### config.mk
export PLATFORM = sky130hd
export DESIGN_NAME = gks_ram
export DESIGN_NICKNAME = d
export VERILOG_FILES = /design/src/rtl/core/gks_ram.sv
export SDC_FILE = /design/constraint.sdc
export NUM_CORES = 2
export LEC_CHECK = 0
export BUFFER_PORTS_ARGS = -buffer_cell sky130_fd_sc_hd__buf_2
export CAP_MARGIN = 20
export CORE_MARGIN = 3
export CORE_UTILIZATION = 40
export DETAILED_ROUTE_END_ITERATION = 12
export PLACE_DENSITY = 0.67
export SYNTH_ARGS = -nofsm -noshare
export SYNTH_HDL_FRONTEND = slang
export SYNTH_SLANG_ARGS = --single-unit
### constraint.sdc
create_clock -name clk -period 4.8 [get_ports clk]
set_clock_uncertainty 0.1 [all_clocks]
set_input_delay 0.24 -clock clk [delete_from_list [all_inputs] [get_ports clk]]
set_output_delay 0.24 -clock clk [all_outputs]
set_load 0.005 [all_outputs]
### src/rtl/core/gks_ram.sv
// generic single-write, single-read ram with registered read data
// no dependencies
module gks_ram #(
    parameter int WIDTH = 32,
    parameter int DEPTH = 64,
    parameter int AW    = (DEPTH > 1) ? $clog2(DEPTH) : 1
) (
    input  logic             clk,
    input  logic             wr_en,
    input  logic [AW-1:0]    wr_addr,
    input  logic [WIDTH-1:0] wr_data,
    input  logic             rd_en,
    input  logic [AW-1:0]    rd_addr,
    output logic [WIDTH-1:0] rd_data
);

    logic [WIDTH-1:0] mem [DEPTH];
    logic [WIDTH-1:0] rd_data_reg;

    // write port
    always_ff @(posedge clk)
    begin
        if (wr_en)
        begin
            mem[wr_addr] <= wr_data;
        end
    end

    // registered read port, holds until the next read
    always_ff @(posedge clk)
    begin
        if (rd_en)
        begin
            rd_data_reg <= mem[rd_addr];
        end
    end

    assign rd_data = rd_data_reg;

endmodule

==> run_results.csv <==
group,metric,value,unit
layout,area_growth,13.7,%
yosys,synth_edf_count,2080,
yosys,yosys.area_share.adder,0,%
cts,cts_max_path_buffers,3,
detailed_routing,dr.pass1.iters,10,
global_routing,grt_pass1_vias,37500,
floorplanning,start_util,40.3,%
sta,max_slew_margin,25.9,%
detailed_routing,wl_per_cell,31.8,um
cts,worstSkewPairLatency,820,ps
yosys,ys_seq_elements,2080,
sta,worst_pin_slew,1110,ps
power,leakage,27.6,nW
cts,cts_hold_buf,6,
sta,hold_slack,8.94,ps
cts,cts_sinks,2080,
yosys,synth_compound_area_share,1.67,%
floorplanning,die_y,450,um
detailed_routing,num_vias,37500,
layout,area.sequential,0.0625,mm2
worst_setup_path,cp_max_fo,85,
cts,cts_resized,0,
min_path,hold_path_depth,2,
global_routing,antenna_found_initial,22,
min_path,worstHoldStart,"wr_data[9]",
cts,cts_setup_buffers,0,
yosys,avgSynthCellArea,23.7,um2
yosys,synthFlopType,"edfxtp_1",
detailed_routing,route.antenna.remaining_nets,0,
min_path,worstHoldPathType,"primary input to flip-flop",
floorplanning,die_x,450,um
layout,fin_cells,6397,
floorplanning,die_area,0.202,mm2
power,power.density,406,mW/mm2
sta,finalMaxSlewViolations,0,
yosys,synth_top_family_by_area,"multiplexers",
sta,finalSetupViolCount,0,
layout,fin_nets,3666,
yosys,yosysWarnings,0,
outcome,outcome,"finished, final reports clean",
layout,largest_reg_flops,2048,
detailed_routing,route.detailed.drc,0,
global_routing,grt_pass1_wl,289000,um
cts,htreeDepth,4,
yosys,async_flop_share,0,%
yosys,yosys-top-cells-area,"edfxtp_1, mux4_2, mux2i_1, o22ai_1, nor2_1",
worst_setup_path,critPathCaptureType,"flip-flop",
worst_setup_path,reg2reg_to,"rd_data[25]$_DFFE_PP_",
yosys,synth.most_common_cell,"edfxtp_1",
yosys,synth_top_area_share,79.2,%
floorplanning,io_pins,79,
layout,num-fill-cells,15900,
worst_setup_path,ff2ff_setup_slack,2100,ps
yosys,syn_nets,3371,
cts,cts_tree,"done",
yosys,synth-simple-area-share,1.26,%
layout,multiInputGateArea,0.0160,mm2
floorplanning,core,0.195,mm2
layout,final_layout_size_suffix_gt1_share,29.7,%
placement,gp_congestion,0.809,
power,peakVddDrop,382,uV
yosys,synth_top_cell_by_area,"edfxtp_1",
cts,clkTransAtPathRegs,60,ps
yosys,syn_inst,3324,
detailed_routing,finalWirelength,203000,um
global_routing,overflow,0,
sta,period_share,65.8,%
placement,io_buffers,78,
worst_setup_path,cp-start-kind,"primary input",
worst_setup_path,reg2reg_depth,4,
cts,cts_buffers,194,
worst_setup_path,cp.arrival,3580,ps
sta,tns,0,ps
yosys,netlist_area,0.0788,mm2
run,max_cap_viol_count,0,
worst_setup_path,r2r_start,"mem[16][25]$_DFFE_PP_",
yosys,synth_common_cells,"edfxtp_1, mux4_2, nor2_1",
sta,max_clock_freq,317,MHz
sta,grt_setup_unrepaired,"false",
floorplanning,rows,162,
cts,cts_root_buf,"clkbuf_16",
detailed_routing,via_per_inst,5.87,
sta,timing_hold_violations_final,0,
yosys,yosysSeqAreaShare,79.2,%
worst_setup_path,worstPathRequired,5220,ps
min_path,min_to,"mem[21][9]$_DFFE_PP_",
yosys,synthDistinctLibCells,33,
yosys,synthXorXnorAreaFrac,0,%
sta,period_needed,3160,ps
global_routing,grt_max_degree,86,
detailed_routing,drt_iter0_markers,5696,
placement,dp.cells,6027,
worst_setup_path,crit_type,"primary input to flip-flop",
placement,place_hpwl,116000,um
yosys,muxShareOfSynthArea,16.7,%
global_routing,grt_usage,20.1,%
-- cell type report --
class	count	area share [%]
clock buffers	261	5.79
well taps	2624	3.66
multi-input cells	1062	17.8
diodes	6	0.0167
clock inverters	83	0.607
repair buffers	281	2.46
flip-flops and latches	2080	69.7
-- placed cells by master (no fill, tap or decap), drive strengths merged, types with 5 or more instances in the layout --
cell type	n
a21oi	62
clkbuf	261
a22oi	12
nand2	26
dlygate4sd3	13
a311oi	8
diode	6
mux2i	93
nand3b	5
o22ai	84
bufinv	6
o221ai	27
or3b	5
nand2b	8
edfxtp	2080
nor2b	15
mux4	544
nor3	7
nand3	5
nor2	137
buf	268
clkinv	72
-- cell families after synthesis --
| logic type | Yosys count |
|---|---|
| DFF | 2080 |
| buffers and inverters | 182 |
| and+or+nand+nor | 223 |
| muxes | 637 |
| AOI/OAI and AO/OA | 202 |
-- routing by layer --
layer,global-route usage [%],part of all wire [%],vias up
li1,-,-,14900
met1,28.5,39,20300
met2,31.9,48,2100
met3,3.71,10,282
met4,6.11,2.9,10
met5,0,0.025,-
-- through the flow --
step	utilization [%]	area (um2)	setup slack, ps	power (mW)
global placement	42.8	83600	803	22.5
CTS	45.8	89400	1680	36.5
finish	45.9	89700	1640	36.4
detailed placement	42.8	83600	808	22.5
global route	45.9	89600	1660	37.4
floorplan	-	78800	1300	21.5
-- how the worst max path moves through the flow --
stage	start	endpoint	slack [ps]	cells past startpoint
2_1_floorplan	wr_addr[3]	mem[48][0]$_DFFE_PP_	1300	4
3_3_place_gp	rd_addr[1]	rd_data[25]$_DFFE_PP_	800	7
3_5_place_dp	rd_addr[1]	rd_data[25]$_DFFE_PP_	810	7
4_1_cts	rd_addr[1]	rd_data[25]$_DFFE_PP_	1680	7
5_1_grt	rd_addr[1]	rd_data[25]$_DFFE_PP_	1660	7
6_report	rd_addr[1]	rd_data[25]$_DFFE_PP_	1640	7
-- critical path, stage by stage --
cell,delay (ps)
buf_8,630
buf_4,430
buf_4,340
mux4_2,350
mux4_2,500
o22ai_1,750
nor2_1,150
-- report_power, final --
group	total, mW	leakage [nW]	internal, mW	switching (mW)
clock network	14.2	2.80	7.85	6.37
registers	20.2	18.7	20.2	0.0686
logic	1.93	6.09	0.697	1.23
(Power assumes the default switching activity.)
