--- config.mk ---
export PLATFORM = sky130hd
export DESIGN_NAME = gks_mac
export DESIGN_NICKNAME = d
export VERILOG_FILES = /design/src/rtl/core/gks_pkg.sv /design/src/rtl/core/gks_mac.sv
export SDC_FILE = /design/constraint.sdc
export NUM_CORES = 1
export LEC_CHECK = 0
export ABC_CLOCK_PERIOD_IN_PS = 3400
export BUFFER_PORTS_ARGS = -buffer_cell sky130_fd_sc_hd__buf_4
export CORE_MARGIN = 2
export CORE_UTILIZATION = 40
export CTS_CLUSTER_DIAMETER = 200
export DETAILED_ROUTE_END_ITERATION = 6
export GPL_TIMING_DRIVEN = 0
export HOLD_SLACK_MARGIN = 0.05
export PLACE_DENSITY_LB_ADDON = 0.3
export SYNTH_ARGS = -nofsm -noshare
export SYNTH_HDL_FRONTEND = slang
export SYNTH_SLANG_ARGS = --single-unit
--- constraint.sdc ---
create_clock -name clk -period 3.4 [get_ports clk]
set_input_delay 0.68 -clock clk [delete_from_list [all_inputs] [get_ports clk]]
set_output_delay 0.68 -clock clk [all_outputs]
set_load 0.01 [all_outputs]
--- src/rtl/core/gks_pkg.sv ---
// shared types, field widths and codes for the grid kernel scatter accumulator
// no dependencies; every other file of the block but gks_ram imports this package
package gks_pkg;

    // default geometry limits
    localparam int MAX_WIDTH_DEF  = 64;
    localparam int MAX_HEIGHT_DEF = 64;
    localparam int MAX_REACH_DEF  = 4;

    // request and result field widths
    localparam int ACTION_W = 2;
    localparam int ADDR_W   = 13;
    localparam int ROW_W    = 6;
    localparam int COL_W    = 6;
    localparam int SAMPLE_W = 17;
    localparam int WEIGHT_W = 25;
    localparam int ACC_W    = 32;
    localparam int STATUS_W = 2;

    // configuration register widths and apb geometry
    localparam int GEO_W      = 7;
    localparam int REACH_W    = 3;
    localparam int APB_DATA_W = 32;
    localparam int APB_ADDR_W = 4;

    // fixed point: q1.16 times q1.24 gives q2.40, drop 12 bits for q2.28, added into q4.28
    localparam int PROD_SHIFT = 12;
    localparam int PROD_W     = SAMPLE_W + WEIGHT_W - PROD_SHIFT;

    localparam logic [SAMPLE_W-1:0] SAMPLE_ONE = SAMPLE_W'(65536);
    localparam logic [WEIGHT_W-1:0] WEIGHT_ONE = WEIGHT_W'(16777216);

    typedef enum logic [ACTION_W-1:0] {
        ACT_LOAD    = 2'd0,
        ACT_PRESET  = 2'd1,
        ACT_SCATTER = 2'd2,
        ACT_READ    = 2'd3
    } action_t;

    typedef enum logic [STATUS_W-1:0] {
        STS_OK    = 2'd0,
        STS_RANGE = 2'd1,
        STS_SAT   = 2'd2
    } status_t;

    typedef enum logic [1:0] {
        REG_WIDTH  = 2'd0,
        REG_HEIGHT = 2'd1,
        REG_REACH  = 2'd2
    } reg_idx_t;

    typedef enum logic [2:0] {
        ST_CLEAR,
        ST_IDLE,
        ST_EXEC,
        ST_RUN,
        ST_DRAIN,
        ST_DONE
    } seq_state_t;

    // strobes from the sequencer to the memories, the mac unit and the result register
    typedef struct packed {
        logic clr_wr;
        logic preset_wr;
        logic acc_rd;
        logic kern_wr;
        logic kern_rd;
        logic mac_issue;
        logic result_load;
        logic result_read;
    } seq_ctrl_t;

    // multiply-accumulate unit status back to the sequencer
    typedef struct packed {
        logic busy;
        logic sat;
    } mac_stat_t;

endpackage

--- src/rtl/core/gks_mac.sv ---
// shared multiply-accumulate unit: sample times weight, truncate, saturating add
// depends on gks_pkg; fed by the accumulator and kernel rams
module gks_mac import gks_pkg::*; #(
    parameter int AA_W = 13
) (
    input  logic                clk,
    input  logic                rst_n,
    input  logic                issue,
    input  logic [AA_W-1:0]     issue_addr,
    input  logic [SAMPLE_W-1:0] sample,
    input  logic [WEIGHT_W-1:0] weight,
    input  logic [ACC_W-1:0]    acc_rdata,
    output logic                wr_en,
    output logic [AA_W-1:0]     wr_addr,
    output logic [ACC_W-1:0]    wr_data,
    output mac_stat_t           stat
);

    logic                         v1_reg;
    logic                         v2_reg;
    logic [AA_W-1:0]              addr1_reg;
    logic [AA_W-1:0]              addr2_reg;
    logic [PROD_W-1:0]            prod_reg;
    logic [ACC_W-1:0]             acc_reg;
    logic [SAMPLE_W+WEIGHT_W-1:0] prod_full;
    logic [ACC_W:0]               sum;

    // stage valid bits
    always_ff @(posedge clk or negedge rst_n)
    begin
        if (!rst_n)
        begin
            v1_reg <= 1'b0;
            v2_reg <= 1'b0;
        end
        else
        begin
            v1_reg <= issue;
            v2_reg <= v1_reg;
        end
    end

    // product of the sample and the weight read for this cell
    assign prod_full = sample * weight;

    // stage 1 lines up with the ram read data, stage 2 holds the product
    always_ff @(posedge clk)
    begin
        addr1_reg <= issue_addr;
        addr2_reg <= addr1_reg;
        prod_reg  <= prod_full[SAMPLE_W+WEIGHT_W-1:PROD_SHIFT];
        acc_reg   <= acc_rdata;
    end

    // saturating add and write back
    assign sum      = {1'b0, acc_reg} + (ACC_W+1)'(prod_reg);
    assign stat.sat = v2_reg & sum[ACC_W];
    assign stat.busy = v1_reg | v2_reg;
    assign wr_en    = v2_reg;
    assign wr_addr  = addr2_reg;
    assign wr_data  = sum[ACC_W] ? {ACC_W{1'b1}} : sum[ACC_W-1:0];

    a_wr_follows_issue: assert property (@(posedge clk) disable iff (!rst_n)
        wr_en |-> $past(issue, 2))
        else $error("write back without a matching issue");

    a_wr_addr_kept: assert property (@(posedge clk) disable iff (!rst_n)
        wr_en |-> wr_addr == $past(issue_addr, 2))
        else $error("write back address lost in the pipeline");

    a_busy_after_issue: assert property (@(posedge clk) disable iff (!rst_n)
        issue |=> stat.busy)
        else $error("unit not busy after an issue");

endmodule

==> impl_results.md, run 1 <==
- Synth unique cells: 66
- Ant. Diodes: 0
- GR Layer Usage met3: about 2.2%
- Area leader, netlist: fa_1
- Asr flop ratio synth: 2.22%
- Max-slew violation count: 0
- Post-synthesis xor/xnor area fraction: 2.60%
- Adder-Cell Fraction of Synth Area: 51.4%
- # rows: 75
- Final Hold Vio Count: 0
- Cts bufs inserted: 9
- Die width: 209 um
- GRT Max-Usage Layer: met2
- Final period util: 183%
- H-Tree Depth: 3
- Maximum fanout along the worst path: 5
- Slew @ Worst Pin: 796 ps
- Outcome: complete, but fails checks
- Synth Instances: 1895
- Layout Nets: 2681
- Worst Path Class, Setup: in2reg
- Placed cell area: about 0.019 mm2
- Final setup fails: 63
- Mux contribution to synthesized area: 0.193%
- WHS: approximately 120 ps
- Post-route ant nets: 0
- Largest net degree at the start of global routing: 16
- Area growth from synthesis to final layout: 29.5%
- # IOs: 138
- Final core occ: 52.3%
- Post-synthesis area per instance: 8.89 um2
- Clk_skew: between 3 and 4 ps
- Post-synth EDFFs: 0
- I/O Buffers: 130
- Antenna violations before repair: 2
- First-pass GRT wire length: 78.1 mm
- Synth Flop Type: dfxtp_1
- Max Freq: around 160 MHz
- Layout cells sized above 1: a little under a quarter
- Max reg flops: 32
- Simple-gate area share of the yosys netlist: 16.5%
- Crit path cell chain: buf_12 > clkbuf_16 > and2_4 > fa_1 > inv_2 > fa_1 > inv_2 > fa_1 > fa_2 > fa_1 > inv_1 > fa_1 > inv_2 > ha_4 > and4_4 > and2_4 > a41oi_4 > nand3_4 > a211oi_4 > nor2_2 > or4b_4 > a31oi_4 > xnor2_2
- Root buf cell: clkbuf_16
- Via density: about 5.1
- Failing checks: setup timing
- CTS Buffer Depth: 2
- Max_slew headroom: 46.9%
- Sink Count: 90
- DRT Wirelength: 49.2 mm
- Grt met2 use: 41.6%
- Delay-heaviest family, CP: adder cells
- Via count: 13397
- First-pass iteration count of the detailed router: 5
- Worst EP required: 3670 ps
- Worst path arrival time: between 6000 and 7000 ps
- Top cells by area, synth: fa_1, ha_1, dfxtp_1
- FILL cells: 3762
- Main combinational cell family by area after synthesis: adder cells
- GRT overflow: 0
- Post-synth top cells: inv_1, fa_1, nand2_1
- CP startpoint kind: input pin
- DIE HEIGHT: 209 um
- Die area: around 0.044 mm2
- Post-route minimum period: between 6000 and 7000 ps
- Worst hold path class: in2async
- DR WL/cell: around 19 um
- Placer Congestion: 0.924
- Critical path's most frequent cell: fa_1
- Core ar.: 0.0418 mm2
- Slowest CP cell: fa_1
- Gr usage total: between 20% and 30%
- Synth Register Bits: 90
- Share of the synthesized area in the top cell type: 40.7%
- Crit. End Element: register
- RSZ-0062 raised after global routing: yes
- Final WS setup: -2830 ps
- CTS tree: built
- Mapped Nets: 2472
- Yosys warning total: 0
- CP peak stage delay: 570 ps
- Dpl hpwl: just under 40 mm
- Count leader, synth: inv_1
- WP buf/inv: 6
- Final non-filler cell area: roughly 0.022 mm2
- Number of global-route vias before repair: approximately 15000
- Initial Util: 40.4%
- Clock Pin Slew Worst Setup and Hold Paths: 70 ps
- Post-Syn Area: 0.0169 mm2
- Met1 usage: 28.9%
- Drt drc: 0
- Initial drt markers: around 740
- Register area share after synthesis: 10.7%
- Worst-skew pair later-pin latency: 340 ps
- Maxcap violations: 0
- Complex-gate fraction of the synthesized area: 7.20%
==> cells by family (layout without fill, tap and decap cells) <==
kind of cell | Yosys count | in the layout
buffers and inverters | 505 | 719
AO/OA/AOI/OAI | 178 | 178
multiplexers | 3 | 3
XOR/XNOR | 50 | 50
adder cells (fa/ha/maj) | 487 | 487
AND/OR/NAND/NOR | 582 | 582
flip-flops | 90 | 90
==> through the flow <==
step	std cells	worst slack [ps]	setup TNS [ps]
6_report	2648	-2830	-82100
5_1_grt	2648	-2990	-90120
4_1_cts	2636	-2780	-79740
3_5_place_dp	2564	-3720	-109680
3_3_place_gp	2564	-3660	-106850
2_1_floorplan	1895	-2710	-61990
==> final cells by class <==
| cell class | instances | area (um2) | area share, % |
|---|---|---|---|
| clock inverter | 5 | 85.1 | 0.390 |
| sequential | 90 | 1810 | 8.31 |
| clock buffer | 11 | 253 | 1.16 |
| multi-input combinational | 1300 | 14300 | 65.6 |
| buffer | 73 | 1150 | 5.29 |
| timing repair buffer | 200 | 1920 | 8.78 |
| inverter | 430 | 1610 | 7.40 |
| tap | 539 | 674 | 3.09 |
==> layer usage <==
| metal | wire [um] | vias to the layer above |
|---|---|---|
| li1 | - | 6096 |
| met1 | 19800 | 6793 |
| met2 | 24800 | 412 |
| met3 | 2590 | 96 |
| met4 | 1970 | 0 |
| met5 | 0 | - |
==> repair_timing <==
| action | in CTS | in global routing |
|---|---|---|
| hold buffers | 0 | 0 |
| resized for setup | 266 | 118 |
| pin swaps | 77 | 49 |
| gates cloned | 3 | 1 |
| setup endpoints to repair | 63 | 63 |
| setup buffers | 56 | 14 |
==> worst paths after layout <==
| path | from | to | slack (ps) | depth (start not counted) |
|---|---|---|---|---|
| max in group asynchronous | rst_n | v1_reg$_DFF_PN0_ | 3200 | 1 |
| worst min register to register | addr1_reg[6]$_DFF_P_ | wr_addr[6]$_DFF_P_ | 330 | 0 |
| worst max-delay path | sample[11] | prod_reg[28]$_DFF_P_ | -2830 | 23 |
| worst max register to register | v1_reg$_DFF_PN0_ | wr_en$_DFF_PN0_ | 2900 | 0 |
| worst min-delay path | rst_n | wr_en$_DFF_PN0_ | 120 | 1 |
| min in group clk | addr1_reg[6]$_DFF_P_ | wr_addr[6]$_DFF_P_ | 330 | 0 |
==> cells in the final DEF (no fill, tap or decap), drive strengths merged, types with 5 or more instances in the layout <==
cell type	instances
inv	431
fa	343
nand2	315
buf	211
and2	166
ha	144
dfxtp	88
clkbuf	73
a21oi	45
o21ai	35
a21o	31
xnor2	29
nor2	27
xor2	21
nor3	14
nand3	13
o21a	12
a211oi	10
nor2b	9
nand2b	8
a31oi	7
nand4	6
and3	6
o21bai	5
Power of run 1 is not shown: default switching activity piles up to over one toggle a cycle in this logic, so the estimate is an artifact.
==> run 2, diff against run 1 <==
--- a/config.mk
+++ b/config.mk
@@ -13,7 +13,7 @@
 export DETAILED_ROUTE_END_ITERATION = 6
 export GPL_TIMING_DRIVEN = 0
 export HOLD_SLACK_MARGIN = 0.05
-export PLACE_DENSITY_LB_ADDON = 0.3
+export RECOVER_POWER = 25
 export SYNTH_ARGS = -nofsm -noshare
 export SYNTH_HDL_FRONTEND = slang
 export SYNTH_SLANG_ARGS = --single-unit
==> run 2 against run 1 <==
Against the previous run:
- maximum frequency decreased by 0.74%
- highest routed layer unchanged
- global-route usage increased by 0.29 points
- final area increased by 1.4%
- via count increased by 0.91%
- the flow still finishes with violations (setup timing)
- sequential cell count unchanged
- critical path depth increased by 1
==> impl_results.md, run 2 (synthesized netlist as in run 1, its figures left out) <==
- Outcome: complete, but fails checks
- Failing checks: setup timing
- # IOs: 138 (unchanged)
- Reg2reg end: wr_en$_DFF_PN0_
- Slew @ Worst Pin: 804 ps (+7.56 ps)
- Via density: 5.04 (-0.33%)
- CTS tree: built
- Final non-filler cell area: 0.0221 mm2 (+1.4%)
- Sink Count: 90 (unchanged)
- Cts bufs inserted: 9 (unchanged)
- Initial drt markers: 825 (+12%)
- Final period util: 184% (+1.4 points)
- RSZ-0062 raised after global routing: yes
- Reg-to-Reg Start: v1_reg$_DFF_PN0_
- Dpl hpwl: 39.5 mm (+0.25%)
- Post-route ant nets: 0 (unchanged)
- Largest net degree at the start of global routing: 15 (-1)
- Drt drc: 0 (unchanged)
- Maximum fanout along the worst path: 9 (+4)
- Core ar.: 0.0418 mm2 (unchanged)
- Die width: 209 um (unchanged)
- Via count: 13519 (+0.91%)
- CP startpoint kind: input pin
- Worst hold path class: in2async
- Setup TNS: -84390 ps (-2290 ps)
- WP buf/inv: 7 (+1)
- Worst-skew pair later-pin latency: 330 ps (about the same)
- Critical path's most frequent cell: fa_1
- Worst path arrival time: 6520 ps (+20 ps)
- Most frequent cells in the layout: inv_1, fa_1, nand2_1
- Placer Congestion: 0.899 (-2.7%)
- Worst-case reg-to-reg path depth: 0 (unchanged)
- H-Tree Depth: 3 (unchanged)
- Final setup fails: 63 (unchanged)
- First-pass GRT wire length: 79.0 mm (+1.2%)
- Crit. End Element: register
- DIE HEIGHT: 209 um (unchanged)
- Slowest CP cell: fa_1
- Worst EP required: 3640 ps (-30 ps)
- # rows: 75 (unchanged)
- Area growth from synthesis to final layout: 31.2%
- Final Hold Vio Count: 0 (unchanged)
- Clock Pin Slew Worst Setup and Hold Paths: 60 ps (about the same)
- Max_slew headroom: 46.1% (-0.83 points)
- DR WL/cell: 18.6 um (about the same)
- Max reg flops: 32 (unchanged)
- Placed cell area: 0.0191 mm2 (unchanged)
- Layout Nets: 2714 (+1.2%)
- Flop2flop setup slack: 2910 ps (about the same)
- # hold bufs at CTS: 0 (unchanged)
- Max Freq: 159 MHz (-0.74%)
- Final core occ: 53.0% (+0.71 points)
- Ant. Diodes: 0 (unchanged)
- Final WS setup: -2870 ps (-46.5 ps)
- Setup WS pre-CTS: -3740 ps (-22.6 ps)
- CP peak stage delay: 520 ps (-50 ps)
- Worst Path Class, Setup: in2reg
- Initial Util: 40.4% (unchanged)
- Die area: 0.0438 mm2 (unchanged)
- Root buf cell: clkbuf_16
- Multi-input gate area: 0.0143 mm2 (about the same)
- Layout cells sized above 1: 25.6% (+2.3 points)
- CTS Buffer Depth: 2 (unchanged)
- Crit path cell chain: clkbuf_8 > buf_8 > nand2_2 > fa_1 > inv_1 > fa_1 > inv_1 > fa_1 > inv_1 > fa_2 > fa_1 > inv_2 > fa_1 > inv_2 > ha_4 > and4_4 > and2_4 > a41oi_4 > nand3_4 > a211oi_4 > nor2_2 > or4b_4 > o211ai_1 > xnor2_1
- Antenna violations before repair: 1 (-1)
- Max-slew violation count: 0 (unchanged)
- Clk_skew: 1.74 ps (-2.24 ps)
- Maxcap violations: 0 (unchanged)
- DRT Wirelength: 49.8 mm (+1.3%)
- Reg area: 0.00181 mm2 (unchanged)
- Delay-heaviest family, CP: adder cells
- Post-route minimum period: 6270 ps (+46.5 ps)
- Gr usage total: 23.4% (+0.29 points)
- Number of global-route vias before repair: 14690 (+0.64%)
- First-pass iteration count of the detailed router: 5 (unchanged)
- Commonest non-fill, non-tap cell in the layout: inv_1
- I/O Buffers: 130 (unchanged)
- GRT overflow: 0 (unchanged)
- FILL cells: 3785 (+0.61%)
run 2: worst max-delay path by stage:
| stage | start | to | cells after the start |
|---|---|---|---|
| final | sample[9] | prod_reg[27]$_DFF_P_ | 24 |
| after global routing | sample[13] | prod_reg[27]$_DFF_P_ | 23 |
| after CTS | weight[10] | prod_reg[24]$_DFF_P_ | 24 |
| after detailed placement | sample[6] | prod_reg[27]$_DFF_P_ | 23 |
| after global placement | sample[6] | prod_reg[28]$_DFF_P_ | 23 |
| after floorplan | sample[9] | prod_reg[27]$_DFF_P_ | 24 |
run 2: repair_timing:
action	4_1_cts	5_1_grt
pin swaps	56	93
gates resized for setup	271	191
setup buffers	58	45
cloned	3	2
endpoints found under the setup margin	63	63
run 2: cell type report:
class	count	share of cell area (%)
inverter	430	7.31
buffer	72	5.46
multi-input combinational	1300	64.8
clock inverter	4	0.124
timing repair buffer	234	9.97
sequential	90	8.20
tap	539	3.05
clock buffer	12	1.11
run 2: metal layers:
layer / part of all wire, % / GRT usage, %
met3: 4.8 / 2.08
met2: 50 / 42.2
met1: 41 / 29.7
met5: 0 / 0
met4: 3.4 / 7.09
run 2: per-stage QoR:
step,hold WS (ps),std cells
floorplan,310,1895
global route,111,2681
finish,119,2681
global placement,309,2564
detailed placement,312,2564
CTS,99.5,2639
Power of run 2 is left out for the same reason.
