[config.mk]
export PLATFORM = sky130hd
export DESIGN_NAME = gks_seq
export DESIGN_NICKNAME = d
export VERILOG_FILES = /design/src/rtl/core/gks_pkg.sv /design/src/rtl/core/gks_seq.sv
export SDC_FILE = /design/constraint.sdc
export NUM_CORES = 1
export LEC_CHECK = 0
export ABC_CLOCK_PERIOD_IN_PS = 5500
export BUFFER_PORTS_ARGS = -buffer_cell sky130_fd_sc_hd__clkbuf_2
export CAP_MARGIN = 20
export CORE_MARGIN = 5
export CORE_UTILIZATION = 58
export CTS_CLUSTER_DIAMETER = 80
export DETAILED_ROUTE_END_ITERATION = 10
export PLACE_DENSITY = 0.9
export REMOVE_ABC_BUFFERS = 1
export SYNTH_ARGS = -nofsm -noshare
export SYNTH_HDL_FRONTEND = slang
export SYNTH_SLANG_ARGS = --single-unit
export TNS_END_PERCENT = 100
[constraint.sdc]
create_clock -name clk -period 5.5 [get_ports clk]
set_input_delay 0.275 -clock clk [delete_from_list [all_inputs] [get_ports clk]]
set_output_delay 0.275 -clock clk [all_outputs]
set_load 0.02 [all_outputs]
[src/rtl/core/gks_pkg.sv]
// shared types, field widths and codes for the grid kernel scatter accumulator
// no dependencies; every other file of the block but gks_ram imports this package
package gks_pkg;

    // default geometry limits
    localparam int MAX_WIDTH_DEF  = 64;
    localparam int MAX_HEIGHT_DEF = 64;
    localparam int MAX_REACH_DEF  = 4;

    // request and result field widths
    localparam int ACTION_W = 2;
    localparam int ADDR_W   = 13;
    localparam int ROW_W    = 6;
    localparam int COL_W    = 6;
    localparam int SAMPLE_W = 17;
    localparam int WEIGHT_W = 25;
    localparam int ACC_W    = 32;
    localparam int STATUS_W = 2;

    // configuration register widths and apb geometry
    localparam int GEO_W      = 7;
    localparam int REACH_W    = 3;
    localparam int APB_DATA_W = 32;
    localparam int APB_ADDR_W = 4;

    // fixed point: q1.16 times q1.24 gives q2.40, drop 12 bits for q2.28, added into q4.28
    localparam int PROD_SHIFT = 12;
    localparam int PROD_W     = SAMPLE_W + WEIGHT_W - PROD_SHIFT;

    localparam logic [SAMPLE_W-1:0] SAMPLE_ONE = SAMPLE_W'(65536);
    localparam logic [WEIGHT_W-1:0] WEIGHT_ONE = WEIGHT_W'(16777216);

    typedef enum logic [ACTION_W-1:0] {
        ACT_LOAD    = 2'd0,
        ACT_PRESET  = 2'd1,
        ACT_SCATTER = 2'd2,
        ACT_READ    = 2'd3
    } action_t;

    typedef enum logic [STATUS_W-1:0] {
        STS_OK    = 2'd0,
        STS_RANGE = 2'd1,
        STS_SAT   = 2'd2
    } status_t;

    typedef enum logic [1:0] {
        REG_WIDTH  = 2'd0,
        REG_HEIGHT = 2'd1,
        REG_REACH  = 2'd2
    } reg_idx_t;

    typedef enum logic [2:0] {
        ST_CLEAR,
        ST_IDLE,
        ST_EXEC,
        ST_RUN,
        ST_DRAIN,
        ST_DONE
    } seq_state_t;

    // strobes from the sequencer to the memories, the mac unit and the result register
    typedef struct packed {
        logic clr_wr;
        logic preset_wr;
        logic acc_rd;
        logic kern_wr;
        logic kern_rd;
        logic mac_issue;
        logic result_load;
        logic result_read;
    } seq_ctrl_t;

    // multiply-accumulate unit status back to the sequencer
    typedef struct packed {
        logic busy;
        logic sat;
    } mac_stat_t;

endpackage

[src/rtl/core/gks_seq.sv]
// sequencer: clearing pass, request decode, kernel sweep and result hand-off
// depends on gks_pkg; drives the rams and the shared mac unit
module gks_seq import gks_pkg::*; #(
    parameter int MAX_WIDTH  = MAX_WIDTH_DEF,
    parameter int MAX_HEIGHT = MAX_HEIGHT_DEF,
    parameter int MAX_REACH  = MAX_REACH_DEF,
    localparam int ACC_DEPTH  = (MAX_WIDTH + 2 * MAX_REACH) * (MAX_HEIGHT + 2 * MAX_REACH),
    localparam int KERN_DEPTH = (2 * MAX_REACH + 1) * (2 * MAX_REACH + 1),
    localparam int AA_W    = (ACC_DEPTH > 1) ? $clog2(ACC_DEPTH) : 1,
    localparam int KA_W    = (KERN_DEPTH > 1) ? $clog2(KERN_DEPTH) : 1,
    localparam int KC_W    = $clog2(KERN_DEPTH + 1),
    localparam int R_W     = (MAX_REACH > 0) ? $clog2(MAX_REACH + 1) : 1,
    localparam int S_W     = R_W + 1,
    localparam int W_W     = $clog2(MAX_WIDTH + 1),
    localparam int H_W     = $clog2(MAX_HEIGHT + 1),
    localparam int PW_W    = $clog2(MAX_WIDTH + 2 * MAX_REACH + 1),
    localparam int CELLS_W = $clog2(ACC_DEPTH + 1)
) (
    input  logic                clk,
    input  logic                rst_n,
    input  logic                in_valid,
    output logic                in_ready,
    input  logic [ACTION_W-1:0] action,
    input  logic [ADDR_W-1:0]   address,
    input  logic [ROW_W-1:0]    grid_row,
    input  logic [COL_W-1:0]    grid_col,
    input  logic [W_W-1:0]      w_eff,
    input  logic [H_W-1:0]      h_eff,
    input  logic [S_W-1:0]      side,
    input  logic [KC_W-1:0]     side_sq,
    input  logic [PW_W-1:0]     pw,
    input  logic [CELLS_W-1:0]  cells,
    input  logic                out_free,
    input  mac_stat_t           mac_stat,
    output seq_ctrl_t           ctrl,
    output logic [AA_W-1:0]     acc_addr,
    output logic [KA_W-1:0]     kern_addr,
    output status_t             status
);

    seq_state_t        state_reg, state_next;
    action_t           act_reg, act_next;
    logic [ADDR_W-1:0] addr_in_reg, addr_in_next;
    logic [ROW_W-1:0]  row_reg, row_next;
    logic [COL_W-1:0]  col_reg, col_next;
    logic [AA_W-1:0]   acc_ptr_reg, acc_ptr_next;
    logic [AA_W-1:0]   row_base_reg, row_base_next;
    logic [S_W-1:0]    dj_reg, dj_next;
    logic [KC_W-1:0]   k_reg, k_next;
    logic [AA_W-1:0]   clr_reg, clr_next;
    status_t           status_reg, status_next;

    logic            scat_ok;
    logic            kern_ok;
    logic            cell_ok;
    logic            row_end;
    logic            last_cell;
    logic            clr_last;
    logic [AA_W-1:0] base;

    // decode of the held request against the current geometry
    assign scat_ok   = (row_reg < h_eff) && (col_reg < w_eff);
    assign kern_ok   = addr_in_reg < side_sq;
    assign cell_ok   = addr_in_reg < cells;
    assign row_end   = S_W'(dj_reg + 1'b1) == side;
    assign last_cell = KC_W'(k_reg + 1'b1) == side_sq;
    assign clr_last  = clr_reg == AA_W'(ACC_DEPTH - 1);
    assign base      = AA_W'(AA_W'(row_reg) * AA_W'(pw)) + AA_W'(col_reg);

    // state register
    always_ff @(posedge clk or negedge rst_n)
    begin
        if (!rst_n)
        begin
            state_reg  <= ST_CLEAR;
            clr_reg    <= '0;
            status_reg <= STS_OK;
        end
        else
        begin
            state_reg  <= state_next;
            clr_reg    <= clr_next;
            status_reg <= status_next;
        end
    end

    // request and sweep registers
    always_ff @(posedge clk)
    begin
        act_reg      <= act_next;
        addr_in_reg  <= addr_in_next;
        row_reg      <= row_next;
        col_reg      <= col_next;
        acc_ptr_reg  <= acc_ptr_next;
        row_base_reg <= row_base_next;
        dj_reg       <= dj_next;
        k_reg        <= k_next;
    end

    // next state
    always_comb
    begin
        state_next = state_reg;
        unique case (state_reg)
            ST_CLEAR:
            begin
                if (clr_last)
                begin
                    state_next = ST_IDLE;
                end
            end
            ST_IDLE:
            begin
                if (in_valid)
                begin
                    state_next = ST_EXEC;
                end
            end
            ST_EXEC:
            begin
                if (act_reg == ACT_SCATTER && scat_ok)
                begin
                    state_next = ST_RUN;
                end
                else
                begin
                    state_next = ST_DONE;
                end
            end
            ST_RUN:
            begin
                if (last_cell)
                begin
                    state_next = ST_DRAIN;
                end
            end
            ST_DRAIN:
            begin
                if (!mac_stat.busy)
                begin
                    state_next = ST_DONE;
                end
            end
            ST_DONE:
            begin
                if (out_free)
                begin
                    state_next = ST_IDLE;
                end
            end
            default:
            begin
                state_next = ST_IDLE;
            end
        endcase
    end

    // counters, pointers and held request
    always_comb
    begin
        act_next      = act_reg;
        addr_in_next  = addr_in_reg;
        row_next      = row_reg;
        col_next      = col_reg;
        acc_ptr_next  = acc_ptr_reg;
        row_base_next = row_base_reg;
        dj_next       = dj_reg;
        k_next        = k_reg;
        clr_next      = clr_reg;
        status_next   = status_reg;
        unique case (state_reg)
            ST_CLEAR:
            begin
                clr_next = AA_W'(clr_reg + 1'b1);
            end
            ST_IDLE:
            begin
                if (in_valid)
                begin
                    act_next     = action_t'(action);
                    addr_in_next = address;
                    row_next     = grid_row;
                    col_next     = grid_col;
                    status_next  = STS_OK;
                end
            end
            ST_EXEC:
            begin
                unique case (act_reg)
                    ACT_LOAD:
                    begin
                        status_next = kern_ok ? STS_OK : STS_RANGE;
                    end
                    ACT_PRESET, ACT_READ:
                    begin
                        status_next = cell_ok ? STS_OK : STS_RANGE;
                    end
                    ACT_SCATTER:
                    begin
                        status_next   = scat_ok ? STS_OK : STS_RANGE;
                        acc_ptr_next  = base;
                        row_base_next = base;
                        dj_next       = '0;
                        k_next        = '0;
                    end
                    default:
                    begin
                        status_next = STS_RANGE;
                    end
                endcase
            end
            ST_RUN:
            begin
                k_next = KC_W'(k_reg + 1'b1);
                if (row_end)
                begin
                    // step to the first cell of the next padded row
                    row_base_next = AA_W'(row_base_reg + AA_W'(pw));
                    acc_ptr_next  = AA_W'(row_base_reg + AA_W'(pw));
                    dj_next       = '0;
                end
                else
                begin
                    acc_ptr_next = AA_W'(acc_ptr_reg + 1'b1);
                    dj_next      = S_W'(dj_reg + 1'b1);
                end
                if (mac_stat.sat)
                begin
                    status_next = STS_SAT;
                end
            end
            ST_DRAIN:
            begin
                if (mac_stat.sat)
                begin
                    status_next = STS_SAT;
                end
            end
            ST_DONE:
            begin
                status_next = status_reg;
            end
            default:
            begin
                status_next = status_reg;
            end
        endcase
    end

    // strobes and addresses
    always_comb
    begin
        ctrl      = '0;
        in_ready  = 1'b0;
        acc_addr  = acc_ptr_reg;
        kern_addr = k_reg[KA_W-1:0];
        unique case (state_reg)
            ST_CLEAR:
            begin
                ctrl.clr_wr = 1'b1;
                acc_addr    = clr_reg;
            end
            ST_IDLE:
            begin
                in_ready = 1'b1;
            end
            ST_EXEC:
            begin
                acc_addr       = AA_W'(addr_in_reg);
                kern_addr      = KA_W'(addr_in_reg);
                ctrl.kern_wr   = (act_reg == ACT_LOAD) && kern_ok;
                ctrl.preset_wr = (act_reg == ACT_PRESET) && cell_ok;
                ctrl.acc_rd    = (act_reg == ACT_READ) && cell_ok;
            end
            ST_RUN:
            begin
                ctrl.acc_rd    = 1'b1;
                ctrl.kern_rd   = 1'b1;
                ctrl.mac_issue = 1'b1;
            end
            ST_DRAIN:
            begin
                ctrl = '0;
            end
            ST_DONE:
            begin
                ctrl.result_load = out_free;
                ctrl.result_read = (act_reg == ACT_READ) && (status_reg == STS_OK);
            end
            default:
            begin
                ctrl = '0;
            end
        endcase
    end

    assign status = status_reg;

    a_load_when_free: assert property (@(posedge clk) disable iff (!rst_n)
        ctrl.result_load |-> out_free)
        else $error("result loaded over a waiting result");

    a_sweep_in_store: assert property (@(posedge clk) disable iff (!rst_n)
        state_reg == ST_RUN |-> acc_ptr_reg < cells)
        else $error("scatter sweep left the padded store");

    a_sat_only_scatter: assert property (@(posedge clk) disable iff (!rst_n)
        (state_reg == ST_DONE && status_reg == STS_SAT) |-> act_reg == ACT_SCATTER)
        else $error("saturation reported for a non-scatter request");

    a_done_after_drain: assert property (@(posedge clk) disable iff (!rst_n)
        state_reg == ST_DONE |-> !mac_stat.busy)
        else $error("result handed off while write back still pending");

endmodule

==> qor.yml <==
detail_route.wl_per_cell_um: 18.4
end_point_of_the_worst_hold_path: "addr_in_reg[3]"
fillers: 841
p_leak_uw: 0.00362
initial_utilization_pct: 59.6
timing.final.crit_period_ps: 4610
drive_above_1_share_pct: 19.6
rsz0062_at_grt: "false"
post_synthesis_sequential_element_count: 82
power_density_nw_per_um2: 654
fmaxAchievable_ghz: 0.217
layout.cells.most_common_list: "108 x sky130_fd_sc_hd__clkbuf_2, 71 x sky130_fd_sc_hd__ha_1, 64 x sky130_fd_sc_hd__edfxtp_1"
final_cycle_share_pct: 83.8
finalHoldViolations: 0
die_w_um: 119
clock_latency_ps: 350
detail_route.vias_per_cell: 6.00
design_area_um2: 7860
cp_peak_stage_delay_ps: 540
post_cts_hold_buffer_count: 1
num_antenna_cells: 0
drtIter0Drc: 674
max_slew_margin_pct: 29.3
cts_setup_buffers: 0
worst_reg2reg_endpoint: "acc_ptr_reg[12]"
ctsHtreeMaxLevel: 3
synth_cell_types: 68
worstPathMaxFanout: 8
dpl_cell_area_um2: 7560
ioPinCount: 109
layout.area.seq_um2: 2370
detail_route.drc_violations: 0
dominantRegCellSynth: "sky130_fd_sc_hd__edfxtp_1"
cpMaxStageDelayCell: "sky130_fd_sc_hd__fa_1"
multi_input_comb_area_um2: 4180
globalRoute.totalOverflow: 0
place.gp.congestion: 0.892
die-area_um2: 14100
cp.required_ps: 5610
postSynthAreaPerCell_um2: 9.89
ranking_of_synthesized_cells_by_area: "sky130_fd_sc_hd__edfxtp_1 28%, sky130_fd_sc_hd__ha_1 13%, sky130_fd_sc_hd__fa_1 7.3%"
worst_hold_startpoint: "address[3]"
groute.layer.met3.usage_pct: 5.83
final_common_cell: "sky130_fd_sc_hd__clkbuf_2"
clock_transition_at_the_register_clock_pins_on_the_worst_setup_and_hold_paths_after_cts_ps: 70
detail_route.first_pass.iterations: 5
chipHeight_um: 119
hold_class: "in -> reg"
status: "finished clean"
synthArstFlopShare_pct: 22.0
global_route_wire_length_before_repair_mm: 29.0
drv.max_cap_violation_count: 0
grt_use_met1_pct: 31.9
fin_setup_tns_ps: 0
total_global_route_track_usage_pct: 25.5
cp_data_arrival_time_ps: 4720
drt_wl_total_mm: 17.5
sink_count: 82
syn_to_final_growth_pct: 14.4
ctsRootBufferMaster: "sky130_fd_sc_hd__clkbuf_16"
setup.worst_path.start_class: "flop"
min_path_cells: 1
tritoncts: "built"
ff2ff_path_depth: 16
core_area_um2: 11500
reg2reg_slack_ps: 890
end_kind: "flop"
grt_antenna_before_repair: 0
gr-max-usage-layer: "met2"
worst_r2r_startpoint: "row_reg[2]"
synthesis.yosys.warnings: 0
number_of_enable_type_register_cells_in_the_synthesized_netlist: 64
setup_viol: 0
site_row_count: 39
post_synth_instance_area_um2: 6870
cts_inserted_buffers: 9
worst_pin_slew_ps: 1060
detailroute.via_count: 5707
crit_path_cell_trace: "and2_1, fa_1, inv_1, fa_1, inv_1, fa_1, inv_1, fa_1, inv_1, ha_1, o21a_1, o21a_1, nand2_1, o21ai_0, mux2i_1, a21bo_2"
grt_start_max_net_pins: 33
cts.path.max_buffers: 2
synth_largest_type_area_fraction_pct: 28.0
clock_skew_ps: 7.18
synth_seq_area_share_pct: 34.5
critPathKind: "reg -> reg"
cp-startpoint: "row_reg[2]"
hold_slack_ps: 95.7
drt.antenna.violating_nets: 0
yosysTopAreaCell: "sky130_fd_sc_hd__edfxtp_1"
place.port_buffers: 108
final_net_count: 977
dpl.hpwl_mm: 13.5
timing_max_transition_violations_final: 0
grt_util_met2_pct: 43.5
first_global_vias: 5847
synthesized_instance_count: 694
postCtsResizedCells: 0
irDropWorstVdd_mv: 0.345
[worst max-delay path: cells and delay by family (launching register included)]
kind | cells | cell delay (ps)
fa+ha+maj | 5 | 2390
compound gates | 4 | 760
flops | 1 | 490
simple gates | 2 | 300
buf+inv | 4 | 220
mux | 1 | 220
[kinds of logic after synthesis]
group | synth area share, %
AOI/OAI and AO/OA | 11.6
xor gates and xnor gates | 7.73
adders and majority gates | 20.2
buffers and inverters | 4.61
DFF | 34.5
muxes | 4.74
and+or+nand+nor | 16.5
[how the worst max path moves through the flow]
stage                                 end  slack (ps)  depth (start not counted)
after floorplan           acc_ptr_reg[12]        1190                         16
after global placement    acc_ptr_reg[12]        1030                         16
after detailed placement  acc_ptr_reg[12]         880                         16
after CTS                 acc_ptr_reg[12]         880                         16
after global routing      acc_ptr_reg[11]         650                         16
final                     acc_ptr_reg[12]         890                         16
[layer usage]
layer | up-vias | part of all wire [%]
li1 | 2681 | -
met5 | - | 0
met2 | 291 | 49
met3 | 36 | 7.7
met4 | 0 | 2.9
met1 | 2699 | 41
[cell usage after synthesis, types with 19 or more instances]
| master | count |
|---|---|
| sky130_fd_sc_hd__ha_1 | 71 |
| sky130_fd_sc_hd__edfxtp_1 | 64 |
| sky130_fd_sc_hd__inv_1 | 62 |
| sky130_fd_sc_hd__nand2_1 | 55 |
| sky130_fd_sc_hd__a21oi_1 | 46 |
| sky130_fd_sc_hd__nor2_1 | 43 |
| sky130_fd_sc_hd__and2_1 | 38 |
| sky130_fd_sc_hd__xnor2_1 | 38 |
| sky130_fd_sc_hd__o21ai_0 | 31 |
| sky130_fd_sc_hd__fa_1 | 25 |
| sky130_fd_sc_hd__nand3_1 | 22 |
| sky130_fd_sc_hd__mux2i_1 | 19 |
[power breakdown]
part	switching, µW	internal [µW]
sequential	260	1070
clock	280	314
combinational	1970	1240
[area by class of cell]
cell class / instances / share of cell area (%)
timing repair buffer: 115 / 7.58
clock buffer: 9 / 2.87
multi-input combinational: 532 / 53.3
clock inverter: 7 / 0.812
inverter: 63 / 3.01
sequential: 82 / 30.2
tap: 143 / 2.28
[metrics by stage]
step | power, µW | instances | util [%] | setup slack (ps)
CTS | 5110 | 951 | 68.2 | 877
global route | 5560 | 951 | 68.2 | 649
floorplan | 3540 | 677 | - | 1190
detailed placement | 4480 | 934 | 65.6 | 881
finish | 5140 | 951 | 68.2 | 891
global placement | 4350 | 934 | 65.6 | 1030
No activity file was read; power rests on OpenSTA's default activity.
